$ cat config.mk
export PLATFORM = sky130hd
export DESIGN_NAME = gb2312_text_layout
export DESIGN_NICKNAME = d
export VERILOG_FILES = /design/src/hw/rtl/gtl_pkg.sv /design/src/hw/rtl/gtl_addr_mul.sv /design/src/hw/rtl/gb2312_text_layout.sv
export SDC_FILE = /design/constraint.sdc
export NUM_CORES = 1
export LEC_CHECK = 0
export ABC_CLOCK_PERIOD_IN_PS = 6700
export BUFFER_PORTS_ARGS = -buffer_cell sky130_fd_sc_hd__buf_2
export CAP_MARGIN = 20
export CORE_MARGIN = 3
export CORE_UTILIZATION = 51
export DETAILED_ROUTE_END_ITERATION = 7
export HOLD_SLACK_MARGIN = 0.05
export PLACE_DENSITY = 0.72
export SETUP_SLACK_MARGIN = 0.05
export SYNTH_ARGS = -nofsm -noshare
export SYNTH_HDL_FRONTEND = slang
export SYNTH_HIERARCHICAL = 1
export SYNTH_SLANG_ARGS = --single-unit
$ cat constraint.sdc
create_clock -name clk -period 6.7 [get_ports clk]
set_input_delay 1.005 -clock clk [delete_from_list [all_inputs] [get_ports clk]]
set_output_delay 1.005 -clock clk [all_outputs]
set_load 0.005 [all_outputs]
$ cat src/hw/rtl/gtl_pkg.sv
package gtl_pkg;

  // Screen geometry in pixels
  localparam int SCREEN_WIDTH  = 128;
  localparam int SCREEN_HEIGHT = 64;

  // Field widths
  localparam int SIZE_W = 5;
  localparam int ADDR_W = 24;
  localparam int SQ_W   = 2 * SIZE_W;
  localparam int CNT_W  = $clog2(SQ_W + 1);

  // GB2312 table geometry
  localparam logic [7:0] GB_FIRST   = 8'hA1;
  localparam int         GB_PER_ROW = 94;

  // Text codes
  localparam logic [7:0] CHAR_CR  = 8'd13;
  localparam logic [7:0] CHAR_END = 8'd0;

  // Input operations
  localparam logic OP_START = 1'b0;
  localparam logic OP_BYTE  = 1'b1;

  // Glyph kinds
  localparam logic KIND_ASCII = 1'b0;
  localparam logic KIND_GB    = 1'b1;

  // Configuration register indexes
  localparam logic CFG_FONT_SIZE = 1'b0;
  localparam logic CFG_FONT_BASE = 1'b1;

  localparam logic [SIZE_W-1:0] FONT_SIZE_RST = SIZE_W'(16);

  typedef enum logic [1:0] {
    ST_IDLE,
    ST_MUL,
    ST_SEND
  } state_t;

  // Request to the font address unit
  typedef struct packed {
    logic       start;
    logic [7:0] hi;
    logic [7:0] lo;
  } mul_req_t;

  // Status back from the font address unit
  typedef struct packed {
    logic              done;
    logic [ADDR_W-1:0] addr;
  } mul_rsp_t;

endpackage

$ cat src/hw/rtl/gtl_addr_mul.sv
module gtl_addr_mul (
  input  logic                          clk,
  input  logic                          rst_n,
  input  gtl_pkg::mul_req_t             req,
  input  logic [gtl_pkg::SIZE_W-1:0]    font_size,
  input  logic [gtl_pkg::ADDR_W-1:0]    font_base,
  output gtl_pkg::mul_rsp_t             rsp
);
  import gtl_pkg::*;

  logic                run_r, run_nxt;
  logic                fin_r, fin_nxt;
  logic                done_r, done_nxt;
  logic [CNT_W-1:0]    cnt_r, cnt_nxt;
  logic [ADDR_W-1:0]   acc_r, acc_nxt;
  logic [ADDR_W-1:0]   mc_r, mc_nxt;
  logic [SQ_W-1:0]     sq_r, sq_nxt;
  logic                neg_r, neg_nxt;
  logic [ADDR_W-1:0]   addr_r, addr_nxt;

  logic signed [8:0]   hi_d;
  logic signed [8:0]   lo_d;
  logic signed [15:0]  idx;
  logic [14:0]         mag;
  logic [ADDR_W-1:0]   off;

  // Glyph index from the byte pair, then its sign and magnitude
  always_comb begin
    hi_d = $signed({1'b0, req.hi}) - $signed({1'b0, GB_FIRST});
    lo_d = $signed({1'b0, req.lo}) - $signed({1'b0, GB_FIRST});
    idx  = 16'(hi_d * 16'sd94) + 16'(lo_d);
    mag  = idx[15] ? 15'(-idx) : idx[14:0];
  end

  // Shift-and-add over the bits of size squared, then scale and add base
  always_comb begin
    run_nxt  = run_r;
    fin_nxt  = 1'b0;
    done_nxt = 1'b0;
    cnt_nxt  = cnt_r;
    acc_nxt  = acc_r;
    mc_nxt   = mc_r;
    sq_nxt   = sq_r;
    neg_nxt  = neg_r;
    addr_nxt = addr_r;
    off      = {3'b000, acc_r[ADDR_W-1:3]};
    if (req.start) begin
      run_nxt = 1'b1;
      cnt_nxt = CNT_W'(SQ_W);
      acc_nxt = '0;
      mc_nxt  = ADDR_W'(mag);
      sq_nxt  = SQ_W'(font_size * font_size);
      neg_nxt = idx[15];
    end else if (run_r) begin
      if (sq_r[0]) begin
        acc_nxt = acc_r + mc_r;
      end
      mc_nxt  = {mc_r[ADDR_W-2:0], 1'b0};
      sq_nxt  = {1'b0, sq_r[SQ_W-1:1]};
      cnt_nxt = cnt_r - CNT_W'(1);
      if (cnt_r == CNT_W'(1)) begin
        run_nxt = 1'b0;
        fin_nxt = 1'b1;
      end
    end
    // Truncating divide by 8 on the magnitude, negate through carry in
    if (fin_r) begin
      addr_nxt = font_base + (neg_r ? ~off : off) + ADDR_W'(neg_r);
      done_nxt = 1'b1;
    end
  end

  always_ff @(posedge clk) begin
    if (!rst_n) begin
      run_r  <= 1'b0;
      fin_r  <= 1'b0;
      done_r <= 1'b0;
    end else begin
      run_r  <= run_nxt;
      fin_r  <= fin_nxt;
      done_r <= done_nxt;
    end
  end

  always_ff @(posedge clk) begin
    cnt_r  <= cnt_nxt;
    acc_r  <= acc_nxt;
    mc_r   <= mc_nxt;
    sq_r   <= sq_nxt;
    neg_r  <= neg_nxt;
    addr_r <= addr_nxt;
  end

  assign rsp.done = done_r;
  assign rsp.addr = addr_r;

endmodule

$ cat src/hw/rtl/gb2312_text_layout.sv
// Text cursor for a small screen: a start item (op 0) sets the line start
// column and row, then text bytes (op 1) each give at most one glyph item.
// ASCII bytes and the cursor update finish in the accept cycle; their item
// is staged there and goes to the output register from the send state once
// that register is free. A GB2312 pair gives its item after the second byte,
// once the font address unit has run: a shift-and-add multiplier that takes
// one bit of size squared per cycle, then a step for the divide by 8 and base
// add. Bytes without a result (high byte, carriage return, zero, start) leave
// the block idle and ready for the next item. A new item is taken while the
// previous result still waits in the output register.
module gb2312_text_layout (
  input  logic                        clk,
  input  logic                        rst_n,
  // configuration
  input  logic                        cfg_we,
  input  logic                        cfg_index,
  input  logic [gtl_pkg::ADDR_W-1:0]  cfg_wdata,
  // input channel
  input  logic                        in_valid,
  output logic                        in_ready,
  input  logic                        in_op,
  input  logic [6:0]                  in_start_column,
  input  logic [5:0]                  in_start_row,
  input  logic [7:0]                  in_text_byte,
  // result channel
  output logic                        out_valid,
  input  logic                        out_ready,
  output logic                        out_glyph_kind,
  output logic [6:0]                  out_glyph_column,
  output logic [7:0]                  out_glyph_row,
  output logic [15:0]                 out_char_code,
  output logic [gtl_pkg::ADDR_W-1:0]  out_font_address
);
  import gtl_pkg::*;

  logic [SIZE_W-1:0]  size_r;
  logic [ADDR_W-1:0]  base_r;

  state_t             state_r, state_nxt;
  logic [7:0]         col_r, col_nxt;
  logic [7:0]         row_r, row_nxt;
  logic [6:0]         ls_r, ls_nxt;
  logic [7:0]         pend_r, pend_nxt;
  logic               pend_vld_r, pend_vld_nxt;

  logic               st_kind_r, st_kind_nxt;
  logic [6:0]         st_col_r, st_col_nxt;
  logic [7:0]         st_row_r, st_row_nxt;
  logic [15:0]        st_code_r, st_code_nxt;

  logic               out_vld_r, out_vld_nxt;
  logic               load_out;
  logic               o_kind_r;
  logic [6:0]         o_col_r;
  logic [7:0]         o_row_r;
  logic [15:0]        o_code_r;
  logic [ADDR_W-1:0]  o_addr_r;

  logic [SIZE_W-1:0]  adv;
  logic               wrap;
  logic [7:0]         row_step;
  logic [7:0]         col_w;
  logic [7:0]         row_w;
  logic [7:0]         row_w_step;

  mul_req_t           mreq;
  mul_rsp_t           mrsp;

  // Configuration writes
  always_ff @(posedge clk) begin
    if (!rst_n) begin
      size_r <= FONT_SIZE_RST;
      base_r <= '0;
    end else if (cfg_we) begin
      unique case (cfg_index)
        CFG_FONT_SIZE: size_r <= cfg_wdata[SIZE_W-1:0];
        CFG_FONT_BASE: base_r <= cfg_wdata;
        default:       ;
      endcase
    end
  end

  // Wrap check ahead of a glyph
  always_comb begin
    adv        = pend_vld_r ? size_r : {1'b0, size_r[SIZE_W-1:1]};
    wrap       = ({1'b0, col_r} + 9'(adv)) > 9'(SCREEN_WIDTH);
    row_step   = row_r + 8'(size_r);
    col_w      = wrap ? {1'b0, ls_r} : col_r;
    row_w      = row_r;
    if (wrap) begin
      row_w = ({1'b0, row_step} >= 9'(SCREEN_HEIGHT)) ? 8'd0 : row_step;
    end
    row_w_step = row_w + 8'(size_r);
  end

  // Item decode, cursor update and result handoff
  always_comb begin
    state_nxt    = state_r;
    col_nxt      = col_r;
    row_nxt      = row_r;
    ls_nxt       = ls_r;
    pend_nxt     = pend_r;
    pend_vld_nxt = pend_vld_r;
    st_kind_nxt  = st_kind_r;
    st_col_nxt   = st_col_r;
    st_row_nxt   = st_row_r;
    st_code_nxt  = st_code_r;
    in_ready     = 1'b0;
    load_out     = 1'b0;
    mreq.start   = 1'b0;
    mreq.hi      = pend_r;
    mreq.lo      = in_text_byte;
    unique case (state_r)
      ST_IDLE: begin
        in_ready = 1'b1;
        if (in_valid) begin
          if (in_op == OP_START) begin
            ls_nxt       = in_start_column;
            col_nxt      = {1'b0, in_start_column};
            row_nxt      = {2'b00, in_start_row};
            pend_vld_nxt = 1'b0;
          end else if (in_text_byte == CHAR_END) begin
            pend_vld_nxt = 1'b0;
          end else if (pend_vld_r) begin
            pend_vld_nxt = 1'b0;
            st_kind_nxt  = KIND_GB;
            st_col_nxt   = col_w[6:0];
            st_row_nxt   = row_w;
            st_code_nxt  = {pend_r, in_text_byte};
            col_nxt      = col_w + 8'(size_r);
            row_nxt      = row_w;
            mreq.start   = 1'b1;
            state_nxt    = ST_MUL;
          end else if (in_text_byte[7]) begin
            pend_nxt     = in_text_byte;
            pend_vld_nxt = 1'b1;
          end else if (in_text_byte == CHAR_CR) begin
            col_nxt = {1'b0, ls_r};
            row_nxt = row_w_step;
          end else begin
            st_kind_nxt = KIND_ASCII;
            st_col_nxt  = col_w[6:0];
            st_row_nxt  = row_w;
            st_code_nxt = {8'd0, in_text_byte};
            col_nxt     = col_w + 8'(size_r[SIZE_W-1:1]);
            row_nxt     = row_w;
            state_nxt   = ST_SEND;
          end
        end
      end
      ST_MUL: begin
        if (mrsp.done) begin
          state_nxt = ST_SEND;
        end
      end
      ST_SEND: begin
        if (!out_vld_r || out_ready) begin
          load_out  = 1'b1;
          state_nxt = ST_IDLE;
        end
      end
      default: state_nxt = ST_IDLE;
    endcase
  end

  // Output register valid: set on load, drop when taken
  always_comb begin
    out_vld_nxt = out_vld_r;
    if (load_out) begin
      out_vld_nxt = 1'b1;
    end else if (out_ready) begin
      out_vld_nxt = 1'b0;
    end
  end

  always_ff @(posedge clk) begin
    if (!rst_n) begin
      state_r    <= ST_IDLE;
      col_r      <= '0;
      row_r      <= '0;
      ls_r       <= '0;
      pend_r     <= '0;
      pend_vld_r <= 1'b0;
      out_vld_r  <= 1'b0;
    end else begin
      state_r    <= state_nxt;
      col_r      <= col_nxt;
      row_r      <= row_nxt;
      ls_r       <= ls_nxt;
      pend_r     <= pend_nxt;
      pend_vld_r <= pend_vld_nxt;
      out_vld_r  <= out_vld_nxt;
    end
  end

  // Hold staged fields and the output payload
  always_ff @(posedge clk) begin
    st_kind_r <= st_kind_nxt;
    st_col_r  <= st_col_nxt;
    st_row_r  <= st_row_nxt;
    st_code_r <= st_code_nxt;
    if (load_out) begin
      o_kind_r <= st_kind_r;
      o_col_r  <= st_col_r;
      o_row_r  <= st_row_r;
      o_code_r <= st_code_r;
      o_addr_r <= (st_kind_r == KIND_GB) ? mrsp.addr : '0;
    end
  end

  gtl_addr_mul u_addr_mul (
    .clk       (clk),
    .rst_n     (rst_n),
    .req       (mreq),
    .font_size (size_r),
    .font_base (base_r),
    .rsp       (mrsp)
  );

  assign out_valid        = out_vld_r;
  assign out_glyph_kind   = o_kind_r;
  assign out_glyph_column = o_col_r;
  assign out_glyph_row    = o_row_r;
  assign out_char_code    = o_code_r;
  assign out_font_address = o_addr_r;

endmodule

**Yosys cells after proc, flatten, opt, wreduce, memory -nomap -nowiden**

Index checks and enable logic that the tools add are counted.

- Equality and inequality tests: 15
- Multipliers: 2
- Reductions and logical operators: 16
- $add $sub $neg: 13
- Bitwise logic cells: 7
- Muxes and demuxes: 59
- $lt $le $gt $ge: 2

Operator list:

| kind | number |
|---|---|
| $mux W8 | 16 |
| $add A24 B24 Y24 | 2 |
| $mux W16 | 3 |
| $mux W15 | 3 |
| $add A24 B1 Y24 | 1 |
| $add A8 B5 Y8 | 3 |
| $mux W24 | 1 |
| $not A21 Y24 | 1 |
| $mux W1 | 21 |
| $mux W7 | 3 |
| $mux W10 | 2 |
| $sub A8 B8 Y9 const B | 2 |
| $add A16 B9 Y16 | 1 |
| $mux W2 | 8 |
| $mul A9 B7 Y15 const B | 1 |
| $neg A15 Y15 | 1 |
| $ne A2 B2 Y1 const B | 6 |
| $reduce_and A6 Y1 | 2 |
| $mul A5 B5 Y10 | 1 |
| $add A8 B5 Y9 | 1 |
| $gt A9 B8 Y1 const B | 1 |
| $add A8 B4 Y8 | 1 |
| $eq A8 B4 Y1 const B | 1 |
| $ge A8 B7 Y1 const B | 1 |
| other kinds (20) | 31 |

- Register bits after elaboration: 242
- Output and inout port bits: 58
- Input port bits: 52
- Word-level logic and storage cells: 142

**Logic depth before layout (Yosys ltp)**

Gate-level depths: netlist (run 1).

- Word-level depth: 10
- Gate-level depth with buffers: 29
- Gate-level depth less buffers: 29

**Hierarchy**

Netlist (run 1), hierarchy kept.

By module, submodules not included:

| module | cells an instance | area an instance (um^2) | times used | seq. area each (um^2) |
|---|---|---|---|---|
| gtl_addr_mul | 971 | 8,620.8 | 1 | 2,302.2 |
| gb2312_text_layout | 667 | 7,178.1 | 1 | 3,923.8 |

**Worst setup path after synthesis (run 1)**

OpenSTA, ideal clock, no wires.

- Kind: reg-to-reg
- From: register pend_r[0]
- To: register u_addr_mul.mc_r[13], data pin
- Setup time: 0.261 ns
- Data required time: 6.439 ns
- Setup slack: 0.288 ns
- Data arrival time: 6.151 ns
- Buffers on the path: 0
- Period minus slack after synthesis: 6.412 ns
- Stages on the path, launching flop included: 26
- Path through: dfxtp_1 > inv_1 > ha_1 > inv_1 > or2_2 > xnor2_1 > ha_1 > xor2_1 > ha_1 > inv_1 > fa_1 > fa_1 > inv_1 > ha_1 > a21oi_1 > nor2b_1 > o21a_1 > nor2_1 > xnor2_1 > ha_1 > a21oi_1 > o21ai_0 > xnor2_1 > or4b_4 > or3_1 > a311o_1

- Longest elaborated chain between the ends: 6

Ends and longest elaborated chain:

| element | line | text |
|---|---|---|
| start: declaration | gb2312_text_layout.sv:43 | `logic [7:0] pend_r, pend_nxt;` |
| start signal: assignment | gb2312_text_layout.sv:190 | `pend_r <= pend_nxt;` |
| $sub A8 B8 Y9 * | gtl_addr_mul.sv:29 | `hi_d = $signed({1'b0, req.hi}) - $signed({1'b0, GB_FIRST});` |
| $mul A9 B7 Y15 * | gtl_addr_mul.sv:31 | `idx = 16'(hi_d * 16'sd94) + 16'(lo_d);` |
| $add A16 B9 Y16 * | gtl_addr_mul.sv:31 |  |
| $neg A15 Y15 | gtl_addr_mul.sv:32 | `mag = idx[15] ? 15'(-idx) : idx[14:0];` |
| $mux W15 * | gtl_addr_mul.sv:32 |  |
| $mux W15 * | gtl_addr_mul.sv:47 | `if (req.start) begin` |
| net u_addr_mul.mc_nxt[13] | gtl_addr_mul.sv:16 | `logic [ADDR_W-1:0] mc_r, mc_nxt;` |
| end signal: assignment | gtl_addr_mul.sv:88 | `mc_r <= mc_nxt;` |
| end: declaration | gtl_addr_mul.sv:16 |  |

The timed path passes the listed nets; every way through them passes the cells marked *.
A chain may end at the register's enable or synchronous reset.

**Worst setup path after layout (run 1)**

- From: register pend_r[2]
- To: register u_addr_mul.mc_r[10], data pin

The elaborated chain is that of the path after synthesis.

==> out/results.ini, run 1 <==
[final_layout]
syn2layout_area_growth_pct = 13.3
drive_above_1_share_pct = 14.0
seqCellArea_um2 = 6230
insertedDiodeCount = 0
final_net_count = 1962
multi_input_area_um2 = 9080
fin_util_pct = 59.4
fill_cells = 2517

[critical_path]
r2r_end = u_addr_mul/mc_r[10]$_DFFE_PP_
cp.arrival_ps = 6780
slowest_stage = fa_1
ff2ff_path_depth = 27
crit_fanout = 10
crit_required_ps = 7090
cp-startpoint = pend_r[2]$_SDFFE_PN0P_
worstSetupPathType = register to register
r2r_slack_ps = 300
cp-start-kind = register
worst_setup_path_end_kind = register
timing.rr.start = pend_r[2]$_SDFFE_PN0P_
crit_path_max_incr_delay_ps = 520

[route]
drt-initial-drc-count = 774
drt.antenna.violating_nets = 0
drt_wl_total_um = 34300
routed_via_density = 5.61
first_pass_iters = 7
via_count = 12126
drc = 0
routedWlPerCell_um = 15.9

[logic_synthesis]
synth_area_per_cell_um2 = 9.65
async_reset_ff_share_pct = 0
yosys_most_used_dff = edfxtp_1
ys_seq_elements = 242
syn_inst = 1638
ys.warnings.count = 6
syn-num-nets = 1847
syn_area_um2 = 15800
ys_types = 89
ys_seq_area_share_pct = 39.4
synth_edf_count = 138

[run]
cap_viol_max_count = 0

[min_path]
min_to = out_glyph_row[2]$_DFFE_PP_
hp-start = st_row_r[2]$_DFFE_PP_
hold_depth = 0
hold_path_class = register to register

[grt]
antenna_found_initial = 0
grt_max_degree = 71
grt_pass1_wl_um = 56800
grt_pass1_vias = 11656
track_usage_pct = 20.2
grt.overflow.total = 0

[sta]
hold_viol_final = 0
finalSetupViolations = 0
slew_viol_final = 0
period_minus_slack_ps = 6400
rsz0062_at_grt = no
finClkSkew_ps = 8.33
worst_pin_slew_ps = 993
period_share_pct = 95.5
max_freq_ghz = 0.156
relSlewSlack_pct = 33.5

[power_and_ir_drop]
power_density_nw_per_um2 = 479
p_leak_nw = 7.56
ir_drop_mv = 0.901
power_mw = 8.57

[floorplanning]
io_pins = 110
core_area_um2 = 30100
die_w_um = 182
fp.dieH_um = 182
start_util_pct = 52.5
num_rows = 63
die-area_um2 = 33100

[clock_tree]
clk_latency_ps = 520
hold_buffers = 0
clock_tree.buffer_depth = 3
htree_levels = 1
root_buffer = clkbuf_16
cts.sinks = 242
clk_pin_slew_ps = 60
numCtsBuffers = 26
cts_tree = done

[placement]
io_buffer_count = 109
gp_congestion = 0.918
dp_hpwl_um = 25400

[outcome]
status = finished, final reports clean

[layout make-up]
type                       count  share of cell area, %
clock buffer                  39                   4.50
clock inverter                 9                  0.447
inverter                     103                   2.17
multi-input combinational   1238                   50.7
sequential                   242                   34.8
tap                          390                   2.73
timing repair buffer         142                   4.59
[worst max path at each step]
stage / to / slack, ps / cells past startpoint
2_1_floorplan: u_addr_mul/mc_r[13]$_DFFE_PP_ / 290 / 25
3_3_place_gp: u_addr_mul/mc_r[3]$_DFFE_PP_ / 130 / 26
3_5_place_dp: u_addr_mul/mc_r[3]$_DFFE_PP_ / -70 / 26
4_1_cts: u_addr_mul/mc_r[3]$_DFFE_PP_ / 60 / 31
5_1_grt: u_addr_mul/mc_r[3]$_DFFE_PP_ / 8 / 29
6_report: u_addr_mul/mc_r[10]$_DFFE_PP_ / 300 / 27
[synthesized netlist by cell type, drive strengths merged, types with 21 or more instances]
cell / n / area, um2
xor2: 51 / 447
nor2b: 36 / 225
nor2: 94 / 353
clkbuf: 37 / 139
a21oi: 103 / 527
nor3: 28 / 140
a21boi: 36 / 270
and2: 51 / 319
fa: 28 / 561
mux2i: 30 / 300
ha: 129 / 1610
edfxtp: 138 / 4140
o21ai: 68 / 344
nand2: 186 / 701
a21o: 43 / 323
nand3: 33 / 165
inv: 101 / 379
xnor2: 75 / 657
a31oi: 21 / 131
dfxtp: 104 / 2080
[report_power, final]
group / switching [mW] / internal [mW] / total, mW
Clock: 0.575 / 0.871 / 1.45
Sequential: 0.135 / 1.74 / 1.87
Combinational: 2.95 / 2.30 / 5.25
[repair_timing]
| item | CTS | global route |
|---|---|---|
| pin swaps | 0 | 17 |
| setup buffers | 0 | 7 |
| resized for setup | 2 | 30 |
| gates cloned | 0 | 1 |
| endpoints found under the setup margin | 3 | 15 |
[routing by layer]
metal	GRT usage, %	share of wire, %	wire [um]
met1	27.6	46	15800
met2	34.9	48	16300
met3	2.20	4.8	1640
met4	4.42	1.5	521
met5	0	0	0
[stage by stage]
step | cell area (um2) | instances | hold slack (ps) | setup WS, ps | TNS [ps]
floorplan | 15800 | 1638 | 400 | 288 | 0
global placement | 16800 | 2105 | 401 | 130 | 0
detailed placement | 16800 | 2106 | 405 | -71.0 | -71.0
CTS | 17700 | 2154 | 416 | 61.6 | 0
global route | 17900 | 2163 | 425 | 8.16 | 0
finish | 17900 | 2163 | 417 | 301 | 0
[placed cells by master, fill, tap and decap left out, drive strengths merged, types with 5 or more instances in the layout]
cell type    n
o211ai      18
nor2        94
o311ai       6
mux2        13
a211o        6
nor3        28
a211oi      15
nand3b       9
nand4        5
nand2b      15
a21oi      103
mux2i       30
o31ai        7
o22ai        7
o21a        11
or3         18
and3        13
o21bai      18
nor3b        6
a31oi       21
and2        51
nand3       33
edfxtp     138
a21boi      36
buf        142
xnor2       75
or2          9
dfxtp      104
fa          28
a21o        43
xor2        51
clkinv       7
nor2b       36
nand2      186
inv        102
clkbuf      39
ha         129
o21ai       68
[critical path, delay by kind of cell, from the launching register on]
kind / cells / cell delay (ps)
adder cells (fa/ha/maj): 6 / 2220
AO/OA/AOI/OAI: 8 / 1400
AND/OR/NAND/NOR: 5 / 1260
XOR/XNOR: 4 / 590
buffers and inverters: 4 / 440
flip-flops: 1 / 370
[logic make-up (layout without fill, tap and decap cells)]
family                   Yosys count  count (layout)  share of synthesized area (%)
AND/OR/NAND/NOR                  515             515                           15.9
AO/OA/AOI/OAI                    397             397                           17.1
flip-flops                       242             242                           39.4
buffers and inverters            158             293                           4.00
adder cells (fa/ha/maj)          157             157                           13.8
XOR/XNOR                         126             126                           6.99
multiplexers                      43              43                           2.85
[sequential cells by signal, indices dropped and copies added, names as in the netlist, 4 cells and up]
signal and flops:
row_r 8, out_font_address 24, u_addr_mul/sq_r 10, out_char_code 16
base_r 24, pend_r 8, u_addr_mul/addr_r 24, st_col_r 7
u_addr_mul/mc_r 24, st_code_r 16, col_r 8, st_row_r 8
u_addr_mul/cnt_r 4, u_addr_mul/acc_r 24, ls_r 7, size_r 5
out_glyph_row 8, out_glyph_column 7
(Power assumes the default switching activity.)
==> run 2: changes to the inputs <==
--- a/config.mk
+++ b/config.mk
@@ -8,11 +8,13 @@
 export ABC_CLOCK_PERIOD_IN_PS = 6700
 export BUFFER_PORTS_ARGS = -buffer_cell sky130_fd_sc_hd__buf_2
 export CAP_MARGIN = 20
+export CELL_PAD_IN_SITES_DETAIL_PLACEMENT = 0
+export CELL_PAD_IN_SITES_GLOBAL_PLACEMENT = 1
 export CORE_MARGIN = 3
-export CORE_UTILIZATION = 51
+export CORE_UTILIZATION = 44
 export DETAILED_ROUTE_END_ITERATION = 7
 export HOLD_SLACK_MARGIN = 0.05
-export PLACE_DENSITY = 0.72
+export PLACE_DENSITY_LB_ADDON = 0.1
 export SETUP_SLACK_MARGIN = 0.05
 export SYNTH_ARGS = -nofsm -noshare
 export SYNTH_HDL_FRONTEND = slang
==> run 2 against run 1 <==
Effect of this change:
- worst setup slack got worse by 11 ps
- sequential share of layout area decreased by 0.44 points
- flip-flop and latch count unchanged
- clock power increased by 9.7%
- clock skew increased by 11 ps
- cell area increased by 1.2%
- core utilization decreased by 7.6 points
- first-iteration DRC count decreased by 30%
- die area increased by 15%
- sequential power about the same
- hold slack improved by 1.8 ps
- critical endpoint is now u_addr_mul/mc_r[3]$_DFFE_PP_
- largest cell class unchanged
- largest power group unchanged
- highest routed layer unchanged
==> out/results.ini, run 2 (synthesis gave the netlist of run 1 again) <==
[floorplanning]
die_w_um = 195  ; +7.4%
core_area_um2 = 35000  ; +16%
die-area_um2 = 38200  ; +15%
fp.dieH_um = 195  ; +7.4%
io_pins = 110  ; unchanged
start_util_pct = 45.2  ; -7.3 points
num_rows = 68  ; +7.9%

[sta]
finalSetupViolations = 0  ; unchanged
worst_pin_slew_ps = 1020  ; +22.9 ps
max_freq_ghz = 0.156  ; -0.18%
whs_ps = 418  ; +1.85 ps
slew_viol_final = 0  ; unchanged
fin_setup_tns_ps = 0  ; unchanged
relSlewSlack_pct = 32.1  ; -1.4 points
period_share_pct = 95.7  ; +0.17 points
rsz0062_at_grt = no
period_minus_slack_ps = 6410  ; +11.3 ps
finClkSkew_ps = 19.4  ; +11.0 ps
hold_viol_final = 0  ; unchanged

[final_layout]
drive_above_1_share_pct = 14.5  ; +0.41 points
final_net_count = 1972  ; +0.51%
syn2layout_area_growth_pct = 14.7
stdcell_count = 2241  ; +3.6%
final_common_cell = nand2_1
final_cell_mix = nand2_1, edfxtp_1, ha_1, buf_2, dfxtp_1

[critical_path]
r2r_end = u_addr_mul/mc_r[3]$_DFFE_PP_
endpoint = u_addr_mul/mc_r[3]$_DFFE_PP_
slowest_stage = fa_1
timing.rr.start = pend_r[0]$_SDFFE_PN0P_
cp-start-kind = register
worstSetupPathType = register to register
r2r_slack_ps = 290  ; about the same
crit_required_ps = 6980  ; -110 ps
worst_setup_path_end_kind = register
ff2ff_path_depth = 29  ; +7.4%
crit_fanout = 11  ; +1
cp-startpoint = pend_r[0]$_SDFFE_PN0P_
cp.arrival_ps = 6690  ; -90 ps
crit_path_max_incr_delay_ps = 510  ; about the same

[clock_tree]
clock_tree.buffer_depth = 3  ; unchanged
clk_latency_ps = 540  ; +20 ps
root_buffer = clkbuf_16
numCtsBuffers = 28  ; +7.7%
cts_tree = done
cts.sinks = 242  ; unchanged
htree_levels = 1  ; unchanged
clk_pin_slew_ps = 60  ; about the same

[grt]
grt_pass1_wl_um = 60600  ; +6.5%
grt.busiest_layer = met2
antenna_found_initial = 0  ; unchanged
met3_usage_pct = 2.73  ; +0.52 points
grt.overflow.total = 0  ; unchanged
global_route.usage.met2_pct = 31.7  ; -3.2 points
gr-usage-met1_pct = 26.9  ; -0.70 points
grt_max_degree = 76  ; +7.0%
track_usage_pct = 19.0  ; -1.2 points
grt_pass1_vias = 11740  ; +0.72%

[route]
routedWlPerCell_um = 16.6  ; +4.8%
drt-initial-drc-count = 542  ; -30%
drt_wl_total_um = 37200  ; +8.5%
first_pass_iters = 4  ; -3
drc = 0  ; unchanged
routed_via_density = 5.38  ; -4.0%
via_count = 12060  ; -0.54%
drt.antenna.violating_nets = 0  ; unchanged

[placement]
io_buffer_count = 109  ; unchanged
gp_congestion = 0.829  ; -9.6%
dp_hpwl_um = 27300  ; +7.7%
dp.cells = 2179  ; +3.5%

[run]
cap_viol_max_count = 0  ; unchanged

[outcome]
status = finished, final reports clean

[power_and_ir_drop]
ir_drop_mv = 0.593  ; -34%
p_leak_nw = 7.64  ; +1.1%
power_density_nw_per_um2 = 490  ; +2.5%
power_mw = 8.89  ; +3.7%

[min_path]
hold_path_class = register to register

[run 2: cell types whose count changed in the layout (fill, tap and decap cells not counted), sizes merged]
cell      previous run  this run
bufinv               1         5
clkinv               7        13
diode                0         1
buf                142       149
clkinvlp             2         1
clkbuf              39        35
[run 2: what timing repair did]
item | in CTS | in global routing
gates resized for setup | 1 | 25
pin swaps | 0 | 12
cloned | 0 | 1
hold buffers | 0 | 0
setup buffers | 0 | 7
setup endpoints to repair | 1 | 15
[run 2: through the flow]
stage          setup slack [ps]  area, um2  utilization (%)
2_1_floorplan               288      15800                -
3_3_place_gp                105      16900             48.5
3_5_place_dp               25.7      16900             48.5
4_1_cts                    58.3      17900             51.2
5_1_grt                    22.3      18100             51.8
6_report                    290      18100             51.8
[run 2: layout make-up]
class	instances	area (um2)
Fill cell	3297	16800
Antenna cell	1	2.50
Inverter	103	387
Timing Repair Buffer	150	878
Clock buffer	34	744
Tap cell	455	569
Multi-Input combinational cell	1238	9090
Sequential cell	242	6230
Clock inverter	18	219
[run 2: worst min path at each step]
| stage | start | to | slack [ps] | depth (start not counted) |
|---|---|---|---|---|
| floorplan | st_code_r[0]$_DFFE_PP_ | out_char_code[0]$_DFFE_PP_ | 400 | 0 |
| global placement | st_code_r[2]$_DFFE_PP_ | out_char_code[2]$_DFFE_PP_ | 400 | 0 |
| detailed placement | st_row_r[7]$_DFFE_PP_ | out_glyph_row[7]$_DFFE_PP_ | 410 | 0 |
| finish | st_row_r[2]$_DFFE_PP_ | out_glyph_row[2]$_DFFE_PP_ | 420 | 0 |
| CTS | st_row_r[3]$_DFFE_PP_ | out_glyph_row[3]$_DFFE_PP_ | 420 | 0 |
| global route | st_row_r[5]$_DFFE_PP_ | out_glyph_row[5]$_DFFE_PP_ | 420 | 0 |
[run 2: critical path, delay by kind of cell, from the launching register on]
family	cells	cell delay [ps]
simple gates	2	430
fa+ha+maj	7	2420
flops	1	370
xor+xnor	3	520
compound gates	9	1660
buf+inv	8	750
[run 2: power by group]
part | internal, mW | leakage, nW | switching (mW)
clock | 0.981 | 0.470 | 0.613
sequential | 1.74 | 2.13 | 0.137
combinational | 2.48 | 5.03 | 2.93
[run 2: layer usage]
metal | wire length [um] | share of wire [%] | vias up
met4 | 482 | 1.3 | 0
met5 | 0 | 0 | -
met1 | 18200 | 49 | 5727
li1 | - | - | 6094
met2 | 17000 | 46 | 203
met3 | 1570 | 4.2 | 36
==> run 3: changes to the inputs <==
--- a/config.mk
+++ b/config.mk
@@ -11,12 +11,12 @@
 export CELL_PAD_IN_SITES_DETAIL_PLACEMENT = 0
 export CELL_PAD_IN_SITES_GLOBAL_PLACEMENT = 1
 export CORE_MARGIN = 3
-export CORE_UTILIZATION = 44
+export CORE_UTILIZATION = 45
+export CTS_BUF_LIST = sky130_fd_sc_hd__clkbuf_8
 export DETAILED_ROUTE_END_ITERATION = 7
 export HOLD_SLACK_MARGIN = 0.05
 export PLACE_DENSITY_LB_ADDON = 0.1
 export SETUP_SLACK_MARGIN = 0.05
 export SYNTH_ARGS = -nofsm -noshare
 export SYNTH_HDL_FRONTEND = slang
-export SYNTH_HIERARCHICAL = 1
 export SYNTH_SLANG_ARGS = --single-unit
==> run 3 against run 2 <==
Effect of this change:
- sequential power down 3%
- combinational power down 10%
- via count down 2.4%
- clock skew down 2.0 ps
- first-iteration DRC count down 7.9%
- flip-flop and latch count unchanged
- largest cell class unchanged
- non-clock buffer count down 16
==> out/results.ini, run 3 <==
[outcome]
status = finished, final reports clean

[power_and_ir_drop]
p_leak_nw = 7.39  ; -3.3%
ir_drop_mv = 0.556  ; -6.2%
power_density_nw_per_um2 = 459  ; -6.5%
power_mw = 8.06  ; -9.3%

[floorplanning]
io_pins = 110  ; unchanged
start_util_pct = 46.1  ; +0.87 points
die_w_um = 192  ; -1.8%
num_rows = 67  ; -1.5%
fp.dieH_um = 192  ; -1.8%
core_area_um2 = 33800  ; -3.4%
die-area_um2 = 36800  ; -3.6%

[final_layout]
final_cell_mix = nand2_1, edfxtp_1, ha_1, inv_1, buf_2
drive_above_1_share_pct = 13.7  ; -0.79 points
syn2layout_area_growth_pct = 12.9
finalInstanceArea_um2 = 17600  ; -3.0%
final_net_count = 1946  ; -1.3%
fill_cells = 3198  ; -3.0%
final_common_cell = nand2_1
insertedDiodeCount = 0  ; -1

[grt]
grt.overflow.total = 0  ; unchanged
grt_max_degree = 71  ; -6.6%
grt_pass1_wl_um = 58400  ; -3.5%
track_usage_pct = 19.8  ; +0.72 points
antenna_found_initial = 0  ; unchanged
grt_pass1_vias = 11444  ; -2.5%

[logic_synthesis]
synth_compound_area_share_pct = 16.8  ; -0.33 points
async_reset_ff_share_pct = 0  ; unchanged
ys_types = 88  ; -1.1%
yosys_most_used_dff = edfxtp_1
ys_top_cells_by_area = edfxtp_1, dfxtp_1, ha_1
synth_top_area_share_pct = 26.6  ; +0.40 points
synth_fa_ha_area_share_pct = 14.0  ; +0.21 points
yosys.area.top_type = edfxtp_1
ys.warnings.count = 0  ; -6
synth_top_family_by_area = compound AO/OA/AOI/OAI gates
syn_area_um2 = 15600  ; -1.5%
syn-num-nets = 1821  ; -1.4%
synth_xor_area_share_pct = 7.70  ; +0.71 points
yosys-top-cells-count = nand2_1, edfxtp_1, ha_1
ys_seq_area_share_pct = 40.0  ; +0.61 points
synthSimpleGateAreaFrac_pct = 15.5  ; -0.39 points
synth_area_per_cell_um2 = 9.65  ; about the same
syn_inst = 1612  ; -1.6%
synth_edf_count = 138  ; unchanged
yosysMostFrequentCell = nand2_1
ys_seq_elements = 242  ; unchanged
synthMuxAreaShare_pct = 2.08  ; -0.77 points

[critical_path]
worst_setup_path_end_kind = register
slowest_stage = fa_1
cp-start-kind = register
critPathMostFrequentCell = inv_1
crit_path_max_incr_delay_ps = 540  ; +30 ps
crit_required_ps = 7010  ; +30 ps
path_delay_family = adder cells
crit_fanout = 7  ; -4
path_buf_inv = 6  ; -2
worstSetupPathType = register to register
cp.arrival_ps = 6530  ; -160 ps

[clock_tree]
cts_tree = done
clk_latency_ps = 570  ; +30 ps
clock_tree.buffer_depth = 3  ; unchanged
htree_levels = 2  ; +1
root_buffer = clkbuf_8
numCtsBuffers = 42  ; +50%
cts.sinks = 242  ; unchanged
hold_buffers = 0  ; unchanged
clk_pin_slew_ps = 60  ; about the same

[route]
drt.antenna.violating_nets = 0  ; unchanged
routedWlPerCell_um = 16.5  ; -0.59%
routed_via_density = 5.30  ; -1.5%
drt-initial-drc-count = 499  ; -7.9%
drc = 0  ; unchanged
first_pass_iters = 5  ; +1
drt_wl_total_um = 36600  ; -1.6%
via_count = 11767  ; -2.4%

[sta]
slew_viol_final = 0  ; unchanged
finalSetupViolations = 0  ; unchanged
hold_viol_final = 0  ; unchanged
relSlewSlack_pct = 34.4  ; +2.3 points
rsz0062_at_grt = no
worst_pin_slew_ps = 983  ; -32.7 ps
period_minus_slack_ps = 6220  ; -186 ps
fin_setup_tns_ps = 0  ; unchanged
period_share_pct = 92.9  ; -2.8 points
finClkSkew_ps = 17.4  ; -2.00 ps
max_freq_ghz = 0.161  ; +3.0%

[placement]
gp_congestion = 0.840  ; +1.3%
io_buffer_count = 109  ; unchanged
post_dp_cell_area_um2 = 16600  ; -2.0%
dp_hpwl_um = 26900  ; -1.3%

[min_path]
hold_path_class = register to register

[run]
cap_viol_max_count = 0  ; unchanged

run 3: layer usage:
layer  GRT usage, %  vias up  share of wire (%)
met3           3.58       60                4.5
met5              0        -                  0
met2           33.7      233                 48
met1           25.7     5483                 46
li1               -     5991                  -
met4           5.45        0                2.2
run 3: cells by family after synthesis:
kind of cell / after synthesis
AND/OR/NAND/NOR: 497
flip-flops: 242
XOR/XNOR: 135
adder cells (fa/ha/maj): 157
AO/OA/AOI/OAI: 393
buffers and inverters: 157
multiplexers: 31
run 3: per-stage QoR:
step / std cells / setup WS, ps / hold slack, ps / util, %
floorplan: 1612 / 310 / 400 / -
global placement: 2135 / 244 / 401 / 49.2
CTS: 2213 / 145 / 392 / 51.7
global route: 2219 / 77.0 / 404 / 52.0
finish: 2219 / 476 / 408 / 52.0
detailed placement: 2135 / 184 / 405 / 49.2
run 3: timing repair:
item | CTS | global route
buffers inserted | 0 | 3
setup endpoints to repair | 0 | 14
gates resized for setup | 0 | 8
run 3: final timing paths:
check | start | end | slack [ps] | cells after the start
worst max-delay path | pend_r[0]$_SDFFE_PN0P_ | u_addr_mul.mc_r[12]$_DFFE_PP_ | 480 | 25
worst min-delay path | st_code_r[0]$_DFFE_PP_ | out_char_code[0]$_DFFE_PP_ | 410 | 0
worst max register to register | pend_r[0]$_SDFFE_PN0P_ | u_addr_mul.mc_r[12]$_DFFE_PP_ | 480 | 25
worst min register to register | st_code_r[0]$_DFFE_PP_ | out_char_code[0]$_DFFE_PP_ | 410 | 0
run 3: final cells by class:
class	instances	area [um2]	share of cell area, %
Clock buffer	45	619	3.53
Tap cell	448	561	3.19
Sequential cell	242	6230	35.5
Timing Repair Buffer	134	761	4.33
Multi-Input combinational cell	1214	8780	50.0
Clock inverter	33	228	1.30
Inverter	103	387	2.20
run 3: report_power, final:
group	internal, mW	leakage [nW]	switching (mW)
Clock	0.742	0.490	0.610
Combinational	2.23	4.77	2.64
Sequential	1.71	2.12	0.116
Total	4.69	7.39	3.37
run 3: worst register-to-register path, stage by stage (launching register included):
cell,delay (ps)
dfxtp_2,350
buf_4,160
nor4_4,320
a21oi_1,130
a311oi_2,290
inv_1,140
fa_1,490
inv_1,40
ha_1,300
fa_1,540
inv_1,50
fa_1,500
inv_1,40
ha_1,360
o2111ai_1,120
nand3_1,110
o41ai_1,320
xnor2_1,170
ha_1,290
a21o_1,190
a31oi_2,230
xnor3_2,370
buf_4,170
o31ai_2,60
xnor2_1,160
o21ai_1,70
